<file path="config.mk">
export PLATFORM = sky130hd
export DESIGN_NAME = slab_bitmap_allocator
export DESIGN_NICKNAME = d
export VERILOG_FILES = /design/src/rtl/sba_pkg.sv /design/src/rtl/sba_div.sv /design/src/rtl/sba_ctrl.sv /design/src/rtl/sba_dp.sv /design/src/rtl/slab_bitmap_allocator.sv
export SDC_FILE = /design/constraint.sdc
export NUM_CORES = 2
export LEC_CHECK = 0
export ABC_AREA = 0
export BUFFER_PORTS_ARGS = -buffer_cell sky130_fd_sc_hd__buf_2
export CAP_MARGIN = 20
export CORE_UTILIZATION = 25
export CTS_CLUSTER_DIAMETER = 80
export DETAILED_ROUTE_END_ITERATION = 12
export PLACE_DENSITY = 0.36
export SETUP_SLACK_MARGIN = 0.15
export SLEW_MARGIN = 20
export SYNTH_ARGS = -nofsm -noshare
export SYNTH_HDL_FRONTEND = slang
export SYNTH_HIERARCHICAL = 1
export SYNTH_SLANG_ARGS = --single-unit
</file>
<file path="constraint.sdc">
create_clock -name clk -period 10.85 [get_ports clk]
set_input_delay 0.5425 -clock clk [delete_from_list [all_inputs] [get_ports clk]]
set_output_delay 0.5425 -clock clk [all_outputs]
set_load 0.02 [all_outputs]
</file>
<file path="src/rtl/sba_pkg.sv">
// ----------------------------------------------------------------------------
// Slab bitmap allocator package
// Sizes, codes, state encoding and control bundles shared by the modules.
// ----------------------------------------------------------------------------
`timescale 1ns / 1ps

package sba_pkg;

	localparam int CHUNK_BYTES = 4096;
	localparam int MAX_CHUNKS  = 16;
	localparam int MAX_OBJECTS = 64;

	localparam int A_W       = 32;
	localparam int Q_W       = 13;
	localparam int CNT_W     = 7;
	localparam int CB_W      = $clog2(CHUNK_BYTES);
	localparam int QMIN      = (CHUNK_BYTES + MAX_OBJECTS - 1) / MAX_OBJECTS;
	localparam int DVD_W     = CB_W + 1;
	localparam int DIV_CNT_W = $clog2(DVD_W + 1);
	localparam int NOBJ_W    = $clog2(MAX_OBJECTS + 1);
	localparam int IDX_W     = (MAX_OBJECTS > 1) ? $clog2(MAX_OBJECTS) : 1;
	localparam int K_W       = (MAX_CHUNKS > 1) ? $clog2(MAX_CHUNKS) : 1;
	localparam int OPN_W     = $clog2(MAX_CHUNKS + 1);
	localparam int CHK_W     = CB_W + 2;
	localparam int PROD_W    = IDX_W + Q_W;

	localparam logic [CNT_W-1:0] CNT_MAX = {CNT_W{1'b1}};

	typedef enum logic [1:0] {
		ST_OK     = 2'd0,
		ST_OOM    = 2'd1,
		ST_BAD    = 2'd2,
		ST_DOUBLE = 2'd3
	} status_t;

	typedef enum logic {
		KIND_ALLOC = 1'b0,
		KIND_FREE  = 1'b1
	} kind_t;

	typedef enum logic {
		REG_QUANTUM = 1'b0,
		REG_BASE    = 1'b1
	} reg_idx_t;

	typedef enum logic [2:0] {
		S_IDLE,
		S_DIV,
		S_ARD,
		S_ACHK,
		S_OPEN,
		S_FRD,
		S_FCHK,
		S_DONE
	} state_t;

	typedef struct packed {
		logic    load;
		logic    alloc_init;
		logic    free_init;
		logic    rd;
		logic    dec_k;
		logic    alloc_take;
		logic    open;
		logic    free_commit;
		logic    mul;
		logic    set_st;
		status_t st;
		logic    finish;
	} cmd_t;

	typedef struct packed {
		logic div_done;
		logic kind;
		logic opened_zero;
		logic k_zero;
		logic hit;
		logic full;
		logic free_bad;
		logic bit_set;
		logic out_free;
	} sts_t;

endpackage

</file>
<file path="src/rtl/sba_div.sv">
// ----------------------------------------------------------------------------
// Slab bitmap allocator divider
// Restoring divider that retires one quotient bit per cycle.
// ----------------------------------------------------------------------------
`timescale 1ns / 1ps

module sba_div
	import sba_pkg::*;
(
	input  logic             clk,
	input  logic             arst_n,
	input  logic             start,
	input  logic [DVD_W-1:0] dividend,
	input  logic [Q_W-1:0]   divisor,
	output logic             done,
	output logic [DVD_W-1:0] quotient,
	output logic [Q_W-1:0]   remainder
);

	logic                 busy_q;
	logic [DIV_CNT_W-1:0] cnt_q;
	logic [DVD_W-1:0]     quo_q;
	logic [Q_W-1:0]       rem_q;
	logic [Q_W-1:0]       dsr_q;
	logic [Q_W:0]         rem_sh;
	logic                 ge;
	logic [Q_W:0]         rem_sub;

	assign rem_sh  = {rem_q, quo_q[DVD_W-1]};
	assign ge      = rem_sh >= {1'b0, dsr_q};
	assign rem_sub = rem_sh - {1'b0, dsr_q};

	always_ff @(posedge clk or negedge arst_n) begin
		if (!arst_n) begin
			busy_q <= 1'b0;
			cnt_q  <= '0;
		end else if (start) begin
			busy_q <= 1'b1;
			cnt_q  <= DIV_CNT_W'(DVD_W);
		end else if (busy_q) begin
			if (cnt_q == '0) begin
				busy_q <= 1'b0;
			end else begin
				cnt_q <= cnt_q - DIV_CNT_W'(1);
			end
		end
	end

	always_ff @(posedge clk) begin
		if (start) begin
			quo_q <= dividend;
			rem_q <= '0;
			dsr_q <= divisor;
		end else if (busy_q && cnt_q != '0) begin
			quo_q <= {quo_q[DVD_W-2:0], ge};
			rem_q <= ge ? rem_sub[Q_W-1:0] : rem_sh[Q_W-1:0];
		end
	end

	assign done      = busy_q && cnt_q == '0;
	assign quotient  = quo_q;
	assign remainder = rem_q;

endmodule

</file>
<file path="src/rtl/sba_ctrl.sv">
// ----------------------------------------------------------------------------
// Slab bitmap allocator controller
// Sequences one request through divide, chunk scan or bitmap lookup, update and result.
// ----------------------------------------------------------------------------
`timescale 1ns / 1ps

module sba_ctrl
	import sba_pkg::*;
(
	input  logic   clk,
	input  logic   arst_n,
	input  logic   in_valid,
	output logic   in_ready,
	input  sts_t   sts,
	output cmd_t   cmd
);

	state_t state_q;
	state_t state_d;

	always_ff @(posedge clk or negedge arst_n) begin
		if (!arst_n) begin
			state_q <= S_IDLE;
		end else begin
			state_q <= state_d;
		end
	end

	always_comb begin
		state_d = state_q;
		unique case (state_q)
			S_IDLE: begin
				if (in_valid) state_d = S_DIV;
			end
			S_DIV: begin
				if (sts.div_done) begin
					if (sts.kind == KIND_ALLOC) begin
						state_d = sts.opened_zero ? S_OPEN : S_ARD;
					end else begin
						state_d = sts.free_bad ? S_DONE : S_FRD;
					end
				end
			end
			S_ARD: state_d = S_ACHK;
			S_ACHK: begin
				priority if (sts.hit) state_d = S_DONE;
				else if (sts.k_zero) state_d = S_OPEN;
				else state_d = S_ARD;
			end
			S_OPEN: state_d = S_DONE;
			S_FRD:  state_d = S_FCHK;
			S_FCHK: state_d = S_DONE;
			S_DONE: begin
				if (sts.out_free) state_d = S_IDLE;
			end
			default: state_d = S_IDLE;
		endcase
	end

	always_comb begin
		cmd      = '0;
		cmd.st   = ST_OK;
		in_ready = 1'b0;
		unique case (state_q)
			S_IDLE: begin
				in_ready = 1'b1;
				cmd.load = in_valid;
			end
			S_DIV: begin
				if (sts.div_done) begin
					if (sts.kind == KIND_ALLOC) begin
						cmd.alloc_init = 1'b1;
					end else begin
						cmd.free_init = 1'b1;
						cmd.set_st    = sts.free_bad;
						cmd.st        = ST_BAD;
					end
				end
			end
			S_ARD: cmd.rd = 1'b1;
			S_ACHK: begin
				cmd.alloc_take = sts.hit;
				cmd.mul        = sts.hit;
				cmd.dec_k      = !sts.hit && !sts.k_zero;
			end
			S_OPEN: begin
				cmd.open   = !sts.full;
				cmd.mul    = !sts.full;
				cmd.set_st = sts.full;
				cmd.st     = ST_OOM;
			end
			S_FRD: cmd.rd = 1'b1;
			S_FCHK: begin
				cmd.free_commit = sts.bit_set;
				cmd.set_st      = !sts.bit_set;
				cmd.st          = ST_DOUBLE;
			end
			S_DONE: cmd.finish = sts.out_free;
			default: cmd = '0;
		endcase
	end

endmodule

</file>
<file path="src/rtl/sba_dp.sv">
// ----------------------------------------------------------------------------
// Slab bitmap allocator datapath
// Registers, bitmap memory, free counts, divider and result register.
// ----------------------------------------------------------------------------
`timescale 1ns / 1ps

module sba_dp
	import sba_pkg::*;
(
	input  logic           clk,
	input  logic           arst_n,
	input  logic           cfg_we,
	input  logic           cfg_index,
	input  logic [A_W-1:0] cfg_data,
	input  logic           in_kind,
	input  logic [A_W-1:0] in_address,
	output logic           out_valid,
	input  logic           out_ready,
	output logic [1:0]     out_status,
	output logic [A_W-1:0] out_address,
	input  cmd_t           cmd,
	output sts_t           sts
);

	logic [Q_W-1:0]         quant_q;
	logic [A_W-1:0]         base_q;
	logic [Q_W-1:0]         q_eff;
	logic                   kind_q;
	logic [A_W-1:0]         off_q;
	logic [A_W-1:0]         in_off;
	logic [K_W-1:0]         k_q;
	logic [IDX_W-1:0]       idx_q;
	logic [NOBJ_W-1:0]      nobj_q;
	logic [NOBJ_W-1:0]      nobj_d;
	logic [OPN_W-1:0]       opened_q;
	logic [OPN_W-1:0]       k_init;
	logic [CNT_W-1:0]       cnt_q [MAX_CHUNKS];
	logic [MAX_OBJECTS-1:0] bits_mem [MAX_CHUNKS];
	logic [MAX_OBJECTS-1:0] row_q;
	logic [MAX_OBJECTS-1:0] vmask;
	logic [MAX_OBJECTS-1:0] free_vec;
	logic [IDX_W-1:0]       idx_hit;
	logic [PROD_W-1:0]      prod_q;
	status_t                res_st_q;
	logic                   out_valid_q;
	logic [1:0]             out_status_q;
	logic [A_W-1:0]         out_addr_q;
	logic [A_W-1:0]         obj_addr;
	logic [DVD_W-1:0]       dividend;
	logic                   div_done;
	logic [DVD_W-1:0]       quo;
	logic [Q_W-1:0]         rem;
	logic [CHK_W-1:0]       end_off;
	logic                   mem_we;
	logic [K_W-1:0]         mem_waddr;
	logic [MAX_OBJECTS-1:0] mem_wdata;

	always_comb begin
		priority if (quant_q < Q_W'(QMIN)) q_eff = Q_W'(QMIN);
		else if (quant_q > Q_W'(CHUNK_BYTES)) q_eff = Q_W'(CHUNK_BYTES);
		else q_eff = quant_q;
	end

	always_ff @(posedge clk or negedge arst_n) begin
		if (!arst_n) begin
			quant_q <= Q_W'(64);
			base_q  <= '0;
		end else if (cfg_we) begin
			unique case (reg_idx_t'(cfg_index))
				REG_QUANTUM: quant_q <= cfg_data[Q_W-1:0];
				REG_BASE:    base_q  <= cfg_data;
				default:     base_q  <= base_q;
			endcase
		end
	end

	assign in_off   = in_address - base_q;
	assign dividend = (in_kind == KIND_FREE) ? {1'b0, in_off[CB_W-1:0]}
	                                         : DVD_W'(CHUNK_BYTES);

	sba_div u_div (
		.clk       (clk),
		.arst_n    (arst_n),
		.start     (cmd.load),
		.dividend  (dividend),
		.divisor   (q_eff),
		.done      (div_done),
		.quotient  (quo),
		.remainder (rem)
	);

	assign nobj_d  = (quo > DVD_W'(MAX_OBJECTS)) ? NOBJ_W'(MAX_OBJECTS) : quo[NOBJ_W-1:0];
	assign k_init  = opened_q - OPN_W'(1);
	assign end_off = CHK_W'(off_q[CB_W-1:0]) - CHK_W'(rem) + CHK_W'(q_eff);

	always_comb begin
		for (int i = 0; i < MAX_OBJECTS; i++) begin
			vmask[i] = NOBJ_W'(i) < nobj_q;
		end
		free_vec = ~row_q & vmask;
		idx_hit  = '0;
		for (int i = MAX_OBJECTS - 1; i >= 0; i--) begin
			if (free_vec[i]) idx_hit = IDX_W'(i);
		end
	end

	always_ff @(posedge clk) begin
		if (cmd.load) begin
			kind_q <= in_kind;
			off_q  <= in_off;
		end
		if (cmd.alloc_init) begin
			k_q    <= k_init[K_W-1:0];
			nobj_q <= nobj_d;
		end
		if (cmd.free_init) begin
			k_q   <= off_q[CB_W +: K_W];
			idx_q <= quo[IDX_W-1:0];
		end
		if (cmd.dec_k) k_q <= k_q - K_W'(1);
		if (cmd.alloc_take) idx_q <= idx_hit;
		if (cmd.open) begin
			k_q   <= opened_q[K_W-1:0];
			idx_q <= '0;
		end
		if (cmd.mul) prod_q <= PROD_W'(cmd.open ? '0 : (cmd.alloc_take ? idx_hit : idx_q))
		                       * PROD_W'(q_eff);
		if (cmd.load) res_st_q <= ST_OK;
		else if (cmd.set_st) res_st_q <= cmd.st;
	end

	assign mem_we    = cmd.alloc_take || cmd.open || cmd.free_commit;
	assign mem_waddr = cmd.open ? opened_q[K_W-1:0] : k_q;

	always_comb begin
		priority if (cmd.open) mem_wdata = MAX_OBJECTS'(1);
		else if (cmd.alloc_take) mem_wdata = row_q | (MAX_OBJECTS'(1) << idx_hit);
		else mem_wdata = row_q & ~(MAX_OBJECTS'(1) << idx_q);
	end

	always_ff @(posedge clk) begin
		if (mem_we) bits_mem[mem_waddr] <= mem_wdata;
		if (cmd.rd) row_q <= bits_mem[k_q];
	end

	always_ff @(posedge clk or negedge arst_n) begin
		if (!arst_n) begin
			opened_q <= '0;
			for (int c = 0; c < MAX_CHUNKS; c++) cnt_q[c] <= '0;
		end else begin
			if (cmd.open) begin
				opened_q <= opened_q + OPN_W'(1);
				cnt_q[opened_q[K_W-1:0]] <= CNT_W'(nobj_q - NOBJ_W'(1));
			end
			if (cmd.alloc_take) cnt_q[k_q] <= cnt_q[k_q] - CNT_W'(1);
			if (cmd.free_commit && cnt_q[k_q] != CNT_MAX) cnt_q[k_q] <= cnt_q[k_q] + CNT_W'(1);
		end
	end

	assign obj_addr = base_q + (A_W'(k_q) << CB_W) + A_W'(prod_q);

	always_ff @(posedge clk or negedge arst_n) begin
		if (!arst_n) begin
			out_valid_q <= 1'b0;
		end else if (cmd.finish) begin
			out_valid_q <= 1'b1;
		end else if (out_ready) begin
			out_valid_q <= 1'b0;
		end
	end

	always_ff @(posedge clk) begin
		if (cmd.finish) begin
			out_status_q <= res_st_q;
			out_addr_q   <= (res_st_q == ST_OK && kind_q == KIND_ALLOC) ? obj_addr : '0;
		end
	end

	assign out_valid   = out_valid_q;
	assign out_status  = out_status_q;
	assign out_address = out_addr_q;

	assign sts.div_done    = div_done;
	assign sts.kind        = kind_q;
	assign sts.opened_zero = opened_q == '0;
	assign sts.k_zero      = k_q == '0;
	assign sts.hit         = cnt_q[k_q] != '0 && |free_vec;
	assign sts.full        = opened_q == OPN_W'(MAX_CHUNKS);
	assign sts.free_bad    = off_q[A_W-1:CB_W] >= (A_W - CB_W)'(opened_q)
	                         || end_off > CHK_W'(CHUNK_BYTES);
	assign sts.bit_set     = row_q[idx_q];
	assign sts.out_free    = !out_valid_q || out_ready;

endmodule

</file>
<file path="src/rtl/slab_bitmap_allocator.sv">
// ----------------------------------------------------------------------------
// Slab bitmap allocator
// Hands out and takes back fixed-size objects from bitmap-tracked chunks.
// ----------------------------------------------------------------------------
// Channel   Direction  Contents
// s_axis    in         tuser: kind; tdata: address
// m_axis    out        tuser: status; tdata: object_address
// cfg       in         cfg_index 0 quantum, 1 base_address
//
// A word first passes through the divider, which retires one quotient bit per cycle.
// An allocate then reads and checks chunks in turn and opens a chunk if none has room;
// a free reads and checks one bitmap row unless it is bad. The next word is accepted only
// once the current one is done. After reset all chunks are closed and no clearing pass is
// needed. A result waits in the output register while the next word is accepted, and a new
// result stalls in the done state while that register still holds an unread word.
// ----------------------------------------------------------------------------
`timescale 1ns / 1ps

module slab_bitmap_allocator
	import sba_pkg::*;
(
	input  logic           clk,
	input  logic           arst_n,
	input  logic           cfg_we,
	input  logic           cfg_index,
	input  logic [A_W-1:0] cfg_data,
	input  logic           s_axis_tvalid,
	output logic           s_axis_tready,
	input  logic [A_W-1:0] s_axis_tdata,   // address
	input  logic           s_axis_tuser,   // kind
	output logic           m_axis_tvalid,
	input  logic           m_axis_tready,
	output logic [A_W-1:0] m_axis_tdata,   // object_address
	output logic [1:0]     m_axis_tuser    // status
);

	cmd_t cmd;
	sts_t sts;

	sba_ctrl u_ctrl (
		.clk      (clk),
		.arst_n   (arst_n),
		.in_valid (s_axis_tvalid),
		.in_ready (s_axis_tready),
		.sts      (sts),
		.cmd      (cmd)
	);

	sba_dp u_dp (
		.clk         (clk),
		.arst_n      (arst_n),
		.cfg_we      (cfg_we),
		.cfg_index   (cfg_index),
		.cfg_data    (cfg_data),
		.in_kind     (s_axis_tuser),
		.in_address  (s_axis_tdata),
		.out_valid   (m_axis_tvalid),
		.out_ready   (m_axis_tready),
		.out_status  (m_axis_tuser),
		.out_address (m_axis_tdata),
		.cmd         (cmd),
		.sts         (sts)
	);

endmodule

</file>
== Word level (Yosys, flattened, before mapping) ==
Memory sizes are Yosys's and may differ from the RTL's. A register that Yosys moved wholly into a read port is not among the register bits.
Index checks and enable logic that the tools add are counted.

* ROM bits: 0
* Register bits after elaboration: 315
* Memory bits (writable): 1024
* Input bits: 71
* Output and inout port bits: 36
* Memories: 1
* Bits in latches: 0

* Multiplexer cells: 130
* Bitwise gates (word level): 9
* Reduce and logical (&&, ||, !) cells: 36
* Equal/unequal tests: 13
* Multipliers: 1
* $add $sub $neg: 13
* Order comparisons: 75
* Shift operators: 2
* Div/mod/pow operators: 0

{| class="wikitable"
|+ Memories
! name !! words !! width !! rd ports !! clocked after Yosys merged registers in !! write ports !! RTL line !! text
|-
| u_dp.bits_mem || 16 || 64 || 1 || 1 || 1 || sba_dp.sv:38 || <nowiki>logic [MAX_OBJECTS-1:0] bits_mem [MAX_CHUNKS];</nowiki>
|}

{| class="wikitable"
|+ Operator list
! cell !! number
|-
| 6-bit 2-to-1 mux || 67
|-
| 112-bit bitwise mux || 3
|-
| 112-bit 2-to-1 mux || 3
|-
| 6-bit by 7-bit < comparator with 1-bit output, first input constant || 32
|-
| 64-bit bitwise AND || 2
|-
| 64-bit 2-to-1 mux || 2
|-
| 64-bit NOT || 2
|-
| 1-bit by 6-bit << shifter with 64-bit output, first input constant || 2
|-
| 5-bit by 7-bit < comparator with 1-bit output, first input constant || 16
|-
| 13-bit 2-to-1 mux || 6
|-
| 64-bit bitwise OR || 1
|-
| 64-bit OR reduction || 1
|-
| 7-bit demux with 4-bit select || 2
|-
| 4-bit by 7-bit < comparator with 1-bit output, first input constant || 8
|-
| 32-bit by 16-bit adder with 32-bit output || 1
|-
| 32-bit by 19-bit adder with 32-bit output || 1
|-
| 4-bit 2-to-1 mux || 8
|-
| 32-bit subtractor || 1
|-
| 7-bit binary-select mux with 4-bit select || 1
|-
| 3-bit by 7-bit < comparator with 1-bit output, first input constant || 4
|-
| 7-bit 2-to-1 mux || 4
|-
| 3-bit 2-to-1 mux || 9
|-
| 3-bit one-hot mux with 7 select lines || 1
|-
| 20-bit by 5-bit greater-or-equal comparator with 1-bit output || 1
|-
| 46 further kinds || 101
|}

== Logic depth before layout (Yosys ltp) ==
* Depth after elaboration: 70
* Gate-level depth with buffers: 34

== Modules after synthesis ==
Netlist, hierarchy kept.

{| class="wikitable"
|+ By module, submodules not included
! module !! area each (µm²) !! instances !! cells an instance
|-
| sba_dp || 64211.6 || 1 || 4197
|-
| sba_div || 2527.4 || 1 || 236
|-
| sba_ctrl || 327.8 || 1 || 44
|}

== Worst setup path after synthesis ==
No wires, ideal clock.

* Kind: register to register
* Start: register u_dp.k_q[1]
* End: register u_dp.prod_q[17] (data pin)
* Library setup time: 0.281 ns
* Stages on the path, launching flop included: 32
* Data arrival time: 7.476 ns
* Setup slack: 3.093 ns
* Cells stage by stage: edfxtp_1 buf_2 buf_2 buf_2 buf_2 mux4_2 mux4_2 buf_2 buf_1 inv_1 ha_1 a32oi_1 and3_1 clkbuf_1 buf_1 nor2_1 a211oi_1 clkbuf_1 nand2_1 fa_1 fa_1 fa_1 inv_1 ha_1 a21o_1 a21oi_1 o21bai_1 a21o_1 a21oi_1 o21ai_0 o41ai_1 o211ai_1

{| class="wikitable"
|+ RTL lines
! element !! RTL line !! text
|-
| start: declaration || sba_dp.sv:31 || <nowiki>logic [K_W-1:0] k_q;</nowiki>
|-
| start signal: assignment || sba_dp.sv:113 || <nowiki>k_q <= k_init[K_W-1:0];</nowiki>
|-
| start signal: assignment || sba_dp.sv:117 || <nowiki>k_q <= off_q[CB_W +: K_W];</nowiki>
|-
| start signal: assignment || sba_dp.sv:120 || <nowiki>if (cmd.dec_k) k_q <= k_q - K_W'(1);</nowiki>
|-
| end signal: assignment || sba_dp.sv:126 || <nowiki>if (cmd.mul) prod_q <= PROD_W'(cmd.open ? '0 : (cmd.alloc_take ? idx_hit : idx_q))</nowiki>
|-
| end: declaration || sba_dp.sv:43 || <nowiki>logic [PROD_W-1:0] prod_q;</nowiki>
|}

==> flow_summary_export.csv <==
group,metric,value,unit
placed_design,place_congestion,0.865,
cells_and_area,syn2layout_area_growth,16.9,%
worst_setup_path,worstPathArrival,9.89,ns
worst_setup_path,endpoint_kind,"flip-flop",
worst_setup_path,cpPeakStageDelay,0.89,ns
global_routing,groute.usage.overall,16.3,%
logic_synthesis,synth_enable_flop_cells,1211,
power,p_per_cell_area,309,nW/µm²
floorplan,floorplan.io_pins,107,
cells_and_area,post-route-cell-area,78400,µm²
worst_setup_path,data_required_time_at_the_worst_endpoint,11.39,ns
placed_design,detailed_place_hpwl,138,mm
global_routing,grt-ovfl-total,0,
timing,finalCriticalPeriod,9.36,ns
timing,totalNegativeSetupSlack,0,ns
worst_setup_path,category_of_the_most_critical_setup_path,"reg2reg",
floorplan,placementRows,189,
cts,post_cts.repair.setup_buffers,0,
cts,cts_tree,"built",
floorplan,core,266000,µm²
drt,detailedRoute.firstIterationViolations,3393,
cts,clock_tree.htree_level_count,4,
logic_synthesis,seq_area_frac_synth,61.2,%
drt,vias,40442,
global_routing,antenna_found_initial,5,
drt,ant_nets,0,
cells_and_area,nNetsFinal,4952,
logic_synthesis,postSynthRegisterBits,1403,
logic_synthesis,synth.distinct_cells,120,
timing,worst_slew_pin_slew,1.07,ns
logic_synthesis,yosys-top-cells-count,"1211 x edfxtp_1, 374 x mux4_2, 331 x nand2_1",
cts,cts_sinks,1403,
cts,clk_pin_slew,0.06,ns
worst_setup_path,startpoint_type,"flip-flop",
timing,layout_worst_path_cycle_share,86.3,%
floorplan,die_area,270000,µm²
timing,hold_ws,0.0525,ns
floorplan,initial_core_utilization,25.2,%
global_routing,grt_first_pass_wirelength,319,mm
logic_synthesis,total_standard_cell_area_after_synthesis,67100,µm²
power,max_ir_drop_vdd,399,µV
floorplan,floorplan.die.width,520,µm
timing,skew,0.102,ns
timing,finalMaxSlewViolations,0,
cts,cts-root-buf,"clkbuf_16",
drt,routed_via_density,4.84,
drt,drc,0,
logic_synthesis,synth_top_area_share,54.2,%
drt,drt-total-wl,223,mm
logic_synthesis,synthFlopType,"edfxtp_1",
timing,timing.max_slew.rel_slack,27.8,%
cts,numCtsBuffers,177,
power,power.leakage,27.0,nW
worst_hold_path,hold_path_class,"in2reg",
timing,max_freq,107,MHz
placed_design,port_buffers,106,
flow_run,drv.max_cap_violation_count,0,
cts,clock_path_buffers,4,
timing,grt_setup_unrepaired,"false",
logic_synthesis,syn-num-nets,4752,
timing,final-hold-violation-count,0,
global_routing,grt_start_max_net_pins,124,
placed_design,placed_cell_area,72200,µm²
cells_and_area,final_layout_size_suffix_gt1_share,22.6,%
floorplan,chip_height,520,µm
logic_synthesis,synth_async_reset_ratio,12.2,%
global_routing,vias_in_the_first_global_route,41254,
worst_setup_path,worst-path-max-fanout,24,
cts,cts-resized-gates,0,
logic_synthesis,synth.most_common_cell,"edfxtp_1",
logic_synthesis,synthesis.instances,4477,
logic_synthesis,yosysWarnings,6,
logic_synthesis,largest_area_contributor_in_the_synthesized_netlist,"edfxtp_1",
outcome,status,"complete, no violations",
cts,clock_insertion_delay_worst_skew,0.87,ns
logic_synthesis,avgSynthCellArea,15.0,µm²
worst_setup_path,critPathSlowestCell,"edfxtp_1",
logic_synthesis,yosys-top-cells-area,"edfxtp_1 54%, mux4_2 13%, dfrtp_1 6.3%, ha_1 2.6%, mux2_2 1.9%",
drt,drt_first_pass_iters,6,
timing,finalSetupViolations,0,
drt,wire_per_inst,26.7,µm
cells_and_area,nFillCells,26593,
-- layer usage --
layer / share of wire (%) / up-vias / track usage [%]
met2: 48 / 973 / 26.8
met3: 3.7 / 278 / 2.07
met5: 0 / - / 0
li1: - / 17807 / -
met4: 2.0 / 0 / 3.57
met1: 46 / 21384 / 22.9
-- logic make-up (layout without fill, tap and decap cells) --
logic type | after synthesis | in the layout | synth area share (%)
mux | 552 | 552 | 15.5
compound gates | 790 | 790 | 7.55
fa+ha+maj | 204 | 204 | 4.52
buf+inv | 424 | 759 | 2.65
xor+xnor | 97 | 97 | 1.30
other cells | 0 | 5 | 0
flops | 1403 | 1403 | 61.2
simple gates | 1007 | 1007 | 7.26
-- sequential cells by signal (all words and copies together) (netlist names), 13 cells and up --
| register | count |
|---|---|
| u_dp/base_q | 32 |
| u_dp/bits_mem | 1024 |
| u_dp/cnt_q | 112 |
| u_dp/off_q | 32 |
| u_dp/out_address | 32 |
| u_dp/prod_q | 19 |
| u_dp/quant_q | 13 |
| u_dp/row_q | 64 |
| u_dp/u_div/dsr_q | 13 |
| u_dp/u_div/quotient | 13 |
| u_dp/u_div/remainder | 13 |
-- layout make-up --
cell class	instances	area (µm²)	area share, %
tap	3533	4420	5.64
inverter	182	683	0.871
sequential	1403	41100	52.4
antenna	5	12.5	0.0160
clock inverter	95	1180	1.50
clock buffer	219	4650	5.93
multi-input combinational	2650	24500	31.2
timing repair buffer	263	1910	2.43
-- worst paths after layout --
kind | startpoint | end | slack (ns) | cells after the start
max | u_dp/nobj_q[1] | u_dp/prod_q[17] | 1.49 | 28
min | cfg_data[12] | u_dp/quant_q[12] | 0.05 | 3
max reg2reg | u_dp/nobj_q[1] | u_dp/prod_q[17] | 1.49 | 28
min reg2reg | u_dp/u_div/cnt_q[3] | u_dp/u_div/cnt_q[3] | 0.54 | 2
max in group asynchronous | arst_n | u_dp/cnt_q[19] | 8.34 | 4
min in group asynchronous | arst_n | u_dp/base_q[30] | 0.30 | 2
-- worst max-delay path: cells and delay by family (launching register included) --
family,cells,cell delay [ns]
buf+inv,4,0.93
compound gates,12,3.46
fa+ha+maj,5,2.02
simple gates,7,1.75
flops,1,0.89
-- cell usage in the layout, fill, tap and decap left out, types with 22 or more instances in the layout --
cell type      netlist  routed
nor2b_1             23      23
nand3_1             97      97
dlygate4sd3_1        0      31
mux2i_1             60      60
fa_1                64      64
mux4_2             374     374
edfxtp_1          1211    1211
o21ai_1             14      24
clkbuf_16            0     178
clkbuf_1           150      37
nor3_1              56      56
ha_1               140     140
a211oi_1            24      23
bufinv_16            0      25
mux2_2             115     115
xor2_1              26      24
a21oi_1            201     201
nand2b_1            33      33
o211ai_1            65      65
buf_4                8     117
xnor2_1             68      67
nand2_1            331     330
clkinv_1             1      26
o21ai_0            229     210
buf_2               26     105
o21a_1              23      23
a21o_1              52      52
nor2_1             257     240
inv_1              179     179
and3_1              24      22
dfrtp_1            170     170
and2_1              51      50
clkinv_2             0      28
-- what timing repair did --
action | 4_1_cts | 5_1_grt
endpoints found under the hold margin | 91 | 0
hold buffers | 31 | 0
setup endpoints to repair | 0 | 0
-- metrics by stage --
stage / std cells / total power, W / util (%) / setup WS (ns)
2_1_floorplan: 4477 / 0.0145 / - / 3.09
3_3_place_gp: 8000 / 0.0185 / 27.1 / 1.70
3_5_place_dp: 8000 / 0.0185 / 27.2 / 1.54
4_1_cts: 8345 / 0.0246 / 29.5 / 1.54
5_1_grt: 8348 / 0.0255 / 29.5 / 0.999
6_report: 8350 / 0.0242 / 29.5 / 1.49
-- where the power goes --
part,leakage (nW),switching (W),internal [W],total [W]
combinational,10.9,0.00604,0.00356,0.00960
sequential,13.3,0.000809,0.00781,0.00862
clock,2.85,0.00235,0.00364,0.00599
Note: power is estimated with default switching activity, not from simulation.
